### config.mk
export PLATFORM = sky130hd
export DESIGN_NAME = utcl_sine
export DESIGN_NICKNAME = d
export VERILOG_FILES = /design/src/rtl/utcl_pkg.sv /design/src/rtl/utcl_sine.sv
export SDC_FILE = /design/constraint.sdc
export NUM_CORES = 2
export LEC_CHECK = 0
export ABC_CLOCK_PERIOD_IN_PS = 8100
export BUFFER_PORTS_ARGS = -buffer_cell sky130_fd_sc_hd__buf_2
export CAP_MARGIN = 25
export CORE_UTILIZATION = 45
export DETAILED_ROUTE_END_ITERATION = 6
export PLACE_DENSITY = 0.57
export SYNTH_ARGS = -nofsm -noshare
export SYNTH_HDL_FRONTEND = slang
export SYNTH_SLANG_ARGS = --single-unit
export TNS_END_PERCENT = 10
### constraint.sdc
create_clock -name clk -period 8.1 [get_ports clk]
set_input_delay 0.405 -clock clk [delete_from_list [all_inputs] [get_ports clk]]
set_output_delay 0.405 -clock clk [all_outputs]
set_load 0.01 [all_outputs]
### src/rtl/utcl_pkg.sv
// Package: payload types, register indexes and sine constants for the tracking control law.
`timescale 1ns / 1ps
`default_nettype none
package utcl_pkg;

  typedef struct packed {
    logic signed [31:0] robot_x;
    logic signed [31:0] robot_y;
    logic        [15:0] robot_heading;
    logic signed [31:0] target_x;
    logic signed [31:0] target_y;
    logic        [15:0] target_heading;
    logic signed [31:0] target_speed;
    logic signed [31:0] target_turn_rate;
  } in_t;

  typedef struct packed {
    logic signed [31:0] drive_speed;
    logic signed [31:0] drive_turn_rate;
    logic               speed_gated;
  } out_t;

  localparam logic REG_HEADING_GAIN = 1'b0;
  localparam logic REG_LATERAL_GAIN = 1'b1;

  localparam logic [15:0] GAIN_RESET = 16'd256;

  localparam int SIN_STAGES = 6;

  localparam logic [15:0] QUARTER_TURN = 16'd16384;
  localparam logic [25:0] SIN_C0 = 26'd307;
  localparam logic [12:0] SIN_C1 = 13'd5223;
  localparam logic [15:0] SIN_C2 = 16'd42334;
  localparam logic [16:0] SIN_C3 = 17'd102944;

endpackage
`default_nettype wire

### src/rtl/utcl_sine.sv
// Pipelined binary-angle sine: quarter-wave polynomial over six register stages.
`timescale 1ns / 1ps
`default_nettype none
module utcl_sine (
  input  wire logic                               clk,
  input  wire logic [utcl_pkg::SIN_STAGES-1:0]    en,
  input  wire logic [15:0]                        angle,
  output logic signed [17:0]                      sine
);
  import utcl_pkg::*;

  logic [16:0] z1, z2r, z3, z4, z5;
  logic        neg1, neg2, neg3, neg4, neg5;
  logic [16:0] zsq2, zsq3, zsq4;
  logic [12:0] p3;
  logic [15:0] p4;
  logic [16:0] p5;

  logic [14:0] rarg;
  logic [33:0] t2;
  logic [25:0] t3;
  logic [29:0] t4;
  logic [32:0] t5;
  logic [33:0] t6;
  logic [17:0] mag;

  always_comb begin
    rarg = angle[14] ? 15'(17'(QUARTER_TURN) - 17'(angle[13:0]))
                     : {1'b0, angle[13:0]};
    t2   = 34'(z1) * 34'(z1);
    t3   = SIN_C0 * 26'(zsq2);
    t4   = 30'(p3) * 30'(zsq3);
    t5   = 33'(p4) * 33'(zsq4);
    t6   = 34'(p5) * 34'(z5);
    mag  = t6[33:16];
  end

  always_ff @(posedge clk) begin
    if (en[0]) begin
      z1   <= {rarg, 2'b00};
      neg1 <= angle[15];
    end
    if (en[1]) begin
      zsq2 <= t2[32:16];
      z2r  <= z1;
      neg2 <= neg1;
    end
    if (en[2]) begin
      p3   <= 13'(SIN_C1 - 13'(t3[25:16]));
      zsq3 <= zsq2;
      z3   <= z2r;
      neg3 <= neg2;
    end
    if (en[3]) begin
      p4   <= 16'(SIN_C2 - 16'(t4[29:16]));
      zsq4 <= zsq3;
      z4   <= z3;
      neg4 <= neg3;
    end
    if (en[4]) begin
      p5   <= 17'(SIN_C3 - t5[32:16]);
      z5   <= z4;
      neg5 <= neg4;
    end
    if (en[5]) begin
      sine <= neg5 ? -$signed(mag) : $signed(mag);
    end
  end

endmodule
`default_nettype wire

==> After elaboration in Yosys (flattened, before gate mapping) <==
Index checks and enable logic that the tools add are counted.
{ "totals": {"regBits": 195, "input_bits": 23, "output_inout_bits": 18, "elab_cells": 30} }
{ "classes": {"add_sub_neg": 5, "multipliers": 5, "muxes": 2} }
{ "op_table": {"columns": ["op", "n"], "rows": [
  ["16-bit by 17-bit multiplier with 33-bit output", 1],
  ["17-bit by 15-bit multiplier with 32-bit output", 1],
  ["13-bit by 17-bit multiplier with 30-bit output", 1],
  ["15-bit by 15-bit multiplier with 29-bit output", 1],
  ["9-bit by 17-bit multiplier with 26-bit output, first input constant", 1],
  ["18-bit 2-to-1 mux", 1],
  ["18-bit negation", 1],
  ["17-bit subtractor, first input constant", 1],
  ["16-bit by 14-bit subtractor with 16-bit output, first input constant", 1],
  ["15-bit by 14-bit subtractor with 15-bit output, first input constant", 1],
  ["14-bit 2-to-1 mux", 1],
  ["13-bit by 10-bit subtractor with 13-bit output, first input constant", 1]
]} }

==> Depth between registers and ports, before layout <==
{ "depth": {"word_depth": 3, "ltp_mapped": 28} }

==> Worst setup path before layout <==
No wires, ideal clock.
{ "synth_timing": {"path_type": "reg2reg", "start": "register p4[7]", "end": "register p5[16] (data pin)", "setup_time_ps": 176, "arrival_time_ps": 7129, "t_required_ps": 7924, "path_slack_ps": 795, "stages_incl_launch_ff": 28, "n_path_buf": 2, "path_cell_list": "edfxtp_1 > clkbuf_1 > clkbuf_1 > nand2_1 > fa_1 > inv_1 > fa_1 > inv_1 > fa_1 > inv_1 > fa_1 > fa_1 > inv_1 > fa_1 > inv_1 > ha_1 > a21oi_1 > o21ai_1 > or3b_2 > mux2i_1 > or2_2 > ha_1 > inv_1 > o41ai_2 > a21oi_1 > o31a_1 > a311o_1 > nor4_1"} }
{ "synth_between": {"elab_chain_len": 2} }
{ "synth_rtl": {"columns": ["element", "line", "text"], "rows": [
  ["from (decl)", "utcl_sine.sv:16", "logic [15:0] p4;"],
  ["from (signal assigned)", "utcl_sine.sv:55", "p4 <= 16'(SIN_C2 - 16'(t4[29:16]));"],
  ["16-bit by 17-bit multiplier with 33-bit output", "utcl_sine.sv:33", "t5 = 33'(p4) * 33'(zsq4);"],
  ["17-bit subtractor", "utcl_sine.sv:61", "p5 <= 17'(SIN_C3 - t5[32:16]);"],
  ["to (signal assigned)", "utcl_sine.sv:61", null],
  ["to (decl)", "utcl_sine.sv:17", "logic [16:0] p5;"]
]} }
Every way passes these cells.
A chain may end at the register's enable or synchronous reset.

==> Worst setup path in the final report <==
{ "layout_timing": {"start": "register zsq4[12]", "end": "register p5[16] (data pin)"} }
{ "layout_between": {"elab_chain_len": 2} }
{ "layout_rtl": {"columns": ["element", "line", "text"], "rows": [
  ["from (decl)", "utcl_sine.sv:14", "logic [16:0] zsq2, zsq3, zsq4;"],
  ["from (signal assigned)", "utcl_sine.sv:56", "zsq4 <= zsq3;"],
  ["16-bit by 17-bit multiplier with 33-bit output", "utcl_sine.sv:33", null],
  ["17-bit subtractor", "utcl_sine.sv:61", null]
]} }
Every way passes these cells.

==> impl_results.md <==
- Status: completed
- R2R Path End: p5[16]
- Max-cap viol count: 0
- Setup Buffers After CTS: 0
- Count leader, synth: inv_1
- First-pass GRT wire length: 145,000 um
- Largest family of logic cells by synthesized area: adder cells
- Most used cell, CP: fa_1
- Hold EP: neg1
- Vias in the first global route: 27,530
- Reg2reg start: zsq4[12]
- Synth Warn #: 0
- Die width: 294 um
- Skew-Pair Late Insertion Delay: 0.50 ns
- Min cycle time layout: 7.66 ns
- Syn Inst Count: 3,950
- Clock Skews: 0.0207 ns
- Crit path cell chain: nand2_1, fa_1, fa_1, fa_1, inv_1, fa_1, fa_1, inv_1, fa_1, inv_1, ha_1, a21oi_1, o21ai_1, or3b_2, mux2i_1, or2_2, ha_1, inv_1, o41ai_2, a21oi_1, o31a_1, a311o_1, nor4_1
- Kind of end point of the critical path: register
- Hold Fails Final Rpt: 0
- CP delay by family, top: adder cells
- Die H: 294 um
- Die area: 86,700 um2
- Worst path bufs/invs: 4
- Worst slew margin: 0.351
- Pre-antenna DRT Iters: 5
- Num CTS Buffers: 17
- Grt total ovfl: 0
- Syn Std Cell Area: 38,500 um2
- Register-to-Register Path Depth: 23
- # setup viols final: 0
- Worst setup SP type: register
- Cts hold-fix bufs: 0
- Simple-gate share of the synthesized area: 0.152
- Drt wl/cell: 16.7 um
- Clk buf depth: 2
- Sink Count: 193
- Syn_area_per_cell: 9.74 um2
- Commonest cells in the synthesized netlist: inv_1, fa_1, nand2_1, ha_1, and2_1
- Largest net degree at the start of global routing: 50
- CP required: 8.43 ns
- Worst hold path class: primary input to register
- Final core occ: 0.484
- Hpwl dp: 70,900 um
- CP max-delay cell: edfxtp_1
- Nets: 5,115
- Crit Path Max Fanout: 16
- Critical path arrival: 8.00 ns
- Reg area: 5800 um2
- Antenna Nets Post-Route: 0
- Crit Path Class: register to register
- Unrepaired setup endpoints after global routing: false
- Slew Limit Fails: 0
- CORE AREA: 84,100 um2
- Port Buf Inserts: 40
- Worst-path clk slew: 0.10 ns
- Most used DFF post-synth: edfxtp_1
- Htree depth: 4
- #FFs+latches synth: 193
- Share of cells above drive strength 1: 0.0400
- Post-synthesis sequential area ratio: 0.151
- Via count: 25,565
- Post-route DRC: 0
- Multi-input gate area: 28,900 um2
- TritonCTS clock tree: yes
- Hold path startpoint: angle[15]
- R2R setup slack: 0.44 ns
- CP peak stage delay: 0.73 ns
- Antenna violations before repair: 1
- Top-level port count: 41
- Hold_ws: 0.0778 ns
- Starting density of the core: 0.458
- Vias per Instance: 5.03
- Synth Area in XOR/XNOR: 0.0269
- Post-synth top area share: 0.376
- Total negative setup slack: 0 ns
- Row cnt: 106
- Layout area overhead: 5.86%
- Multiplexer share of the synthesized area: 0.000813
- Worst Hold Path Cells: 1
- Mapped Nets: 5,132
- # fillers: 8,044
- Post-synth EDFFs: 193
- Max Freq: 130 MHz
- Synth cell types: 78
- Ant diodes: 0
- Clk root buf: clkbuf_16
- Leading area contributor after synthesis: fa_1
- RD Place Congestion: 0.871
- 1st-iter DRT viols: 1,309
- Synth Area in Compound Gates: 0.0538
- Synth Area in Adders: 0.518
- Post-synth ARST share: 0
- Total GRT Usage: 0.212
- Fin crit share: 0.946
- CTS-repair resized insts: 0
- Total Wirelength: 85,000 um
- Worst-Margin Slew: 0.973 ns
- Top cells by area, synth: fa_1, edfxtp_1, ha_1
[routing by layer]
metal,wire [um],track usage
met2,41800,0.362
met5,0,0
met3,2580,0.0235
met1,39700,0.292
met4,884,0.0389
[metrics by stage]
stage / cell area, um2 / setup slack (ns) / std cells
after global routing: 40700 / 0.00339 / 5080
after floorplan: 38500 / 0.795 / 3950
after detailed placement: 40000 / 0.388 / 5037
final: 40700 / 0.435 / 5080
after CTS: 40600 / 0.391 / 5069
after global placement: 40000 / 0.448 / 5037
[worst max-delay path by stage]
stage / endpoint / depth (start not counted) / slack [ns] / from
after floorplan: p5[16] / 27 / 0.80 / p4[7]
after global placement: p5[16] / 24 / 0.45 / zsq4[10]
after detailed placement: p5[16] / 24 / 0.39 / zsq4[10]
after CTS: p5[16] / 23 / 0.39 / zsq4[11]
after global routing: p5[16] / 23 / 0.003 / zsq4[12]
final: p5[16] / 23 / 0.44 / zsq4[12]
[cell families after synthesis]
kind of cell | after synthesis
adders and majority gates | 1159
buffers and inverters | 1000
AOI/OAI and AO/OA | 310
xor gates and xnor gates | 118
DFF | 193
muxes | 3
and+or+nand+nor | 1167
[layout by cell type (no fill, tap or decap), types with 11 or more instances in the layout]
cell type and n:
o21ai_0 58, inv_1 859, and2_1 399, nand3_1 35, o211ai_1 12, fa_1 723
nand4_1 17, a21o_1 25, nand2_1 494, nand2b_1 16, nor2b_1 12, o31ai_1 16
and3_1 14, buf_2 40, a21oi_1 77, ha_1 436, clkbuf_16 17, a31oi_1 15
nor3_1 26, buf_4 61, xnor2_1 90, xor2_1 28, o21a_1 11, or3_1 11
nor2_1 87, edfxtp_1 193
[flip-flops by register name, indices dropped and copies added (netlist names)]
name	flops
sine	18
zsq3	17
p5	17
z1	15
z5	15
z3	15
zsq4	17
zsq2	17
p4	16
neg3	1
neg2	1
p3	11
z4	15
z2r	15
neg4	1
neg5	1
neg1	1
[cell type report]
cell class,instances,area share
multi-input cells,2757,0.710
clock inverters,15,0.00513
inverters,859,0.0792
flip-flops and latches,193,0.142
well taps,1134,0.0348
repair buffers,105,0.0181
clock buffers,17,0.0104
Power is not shown: default switching activity piles up to over one toggle a cycle in this logic, so the estimate is an artifact.
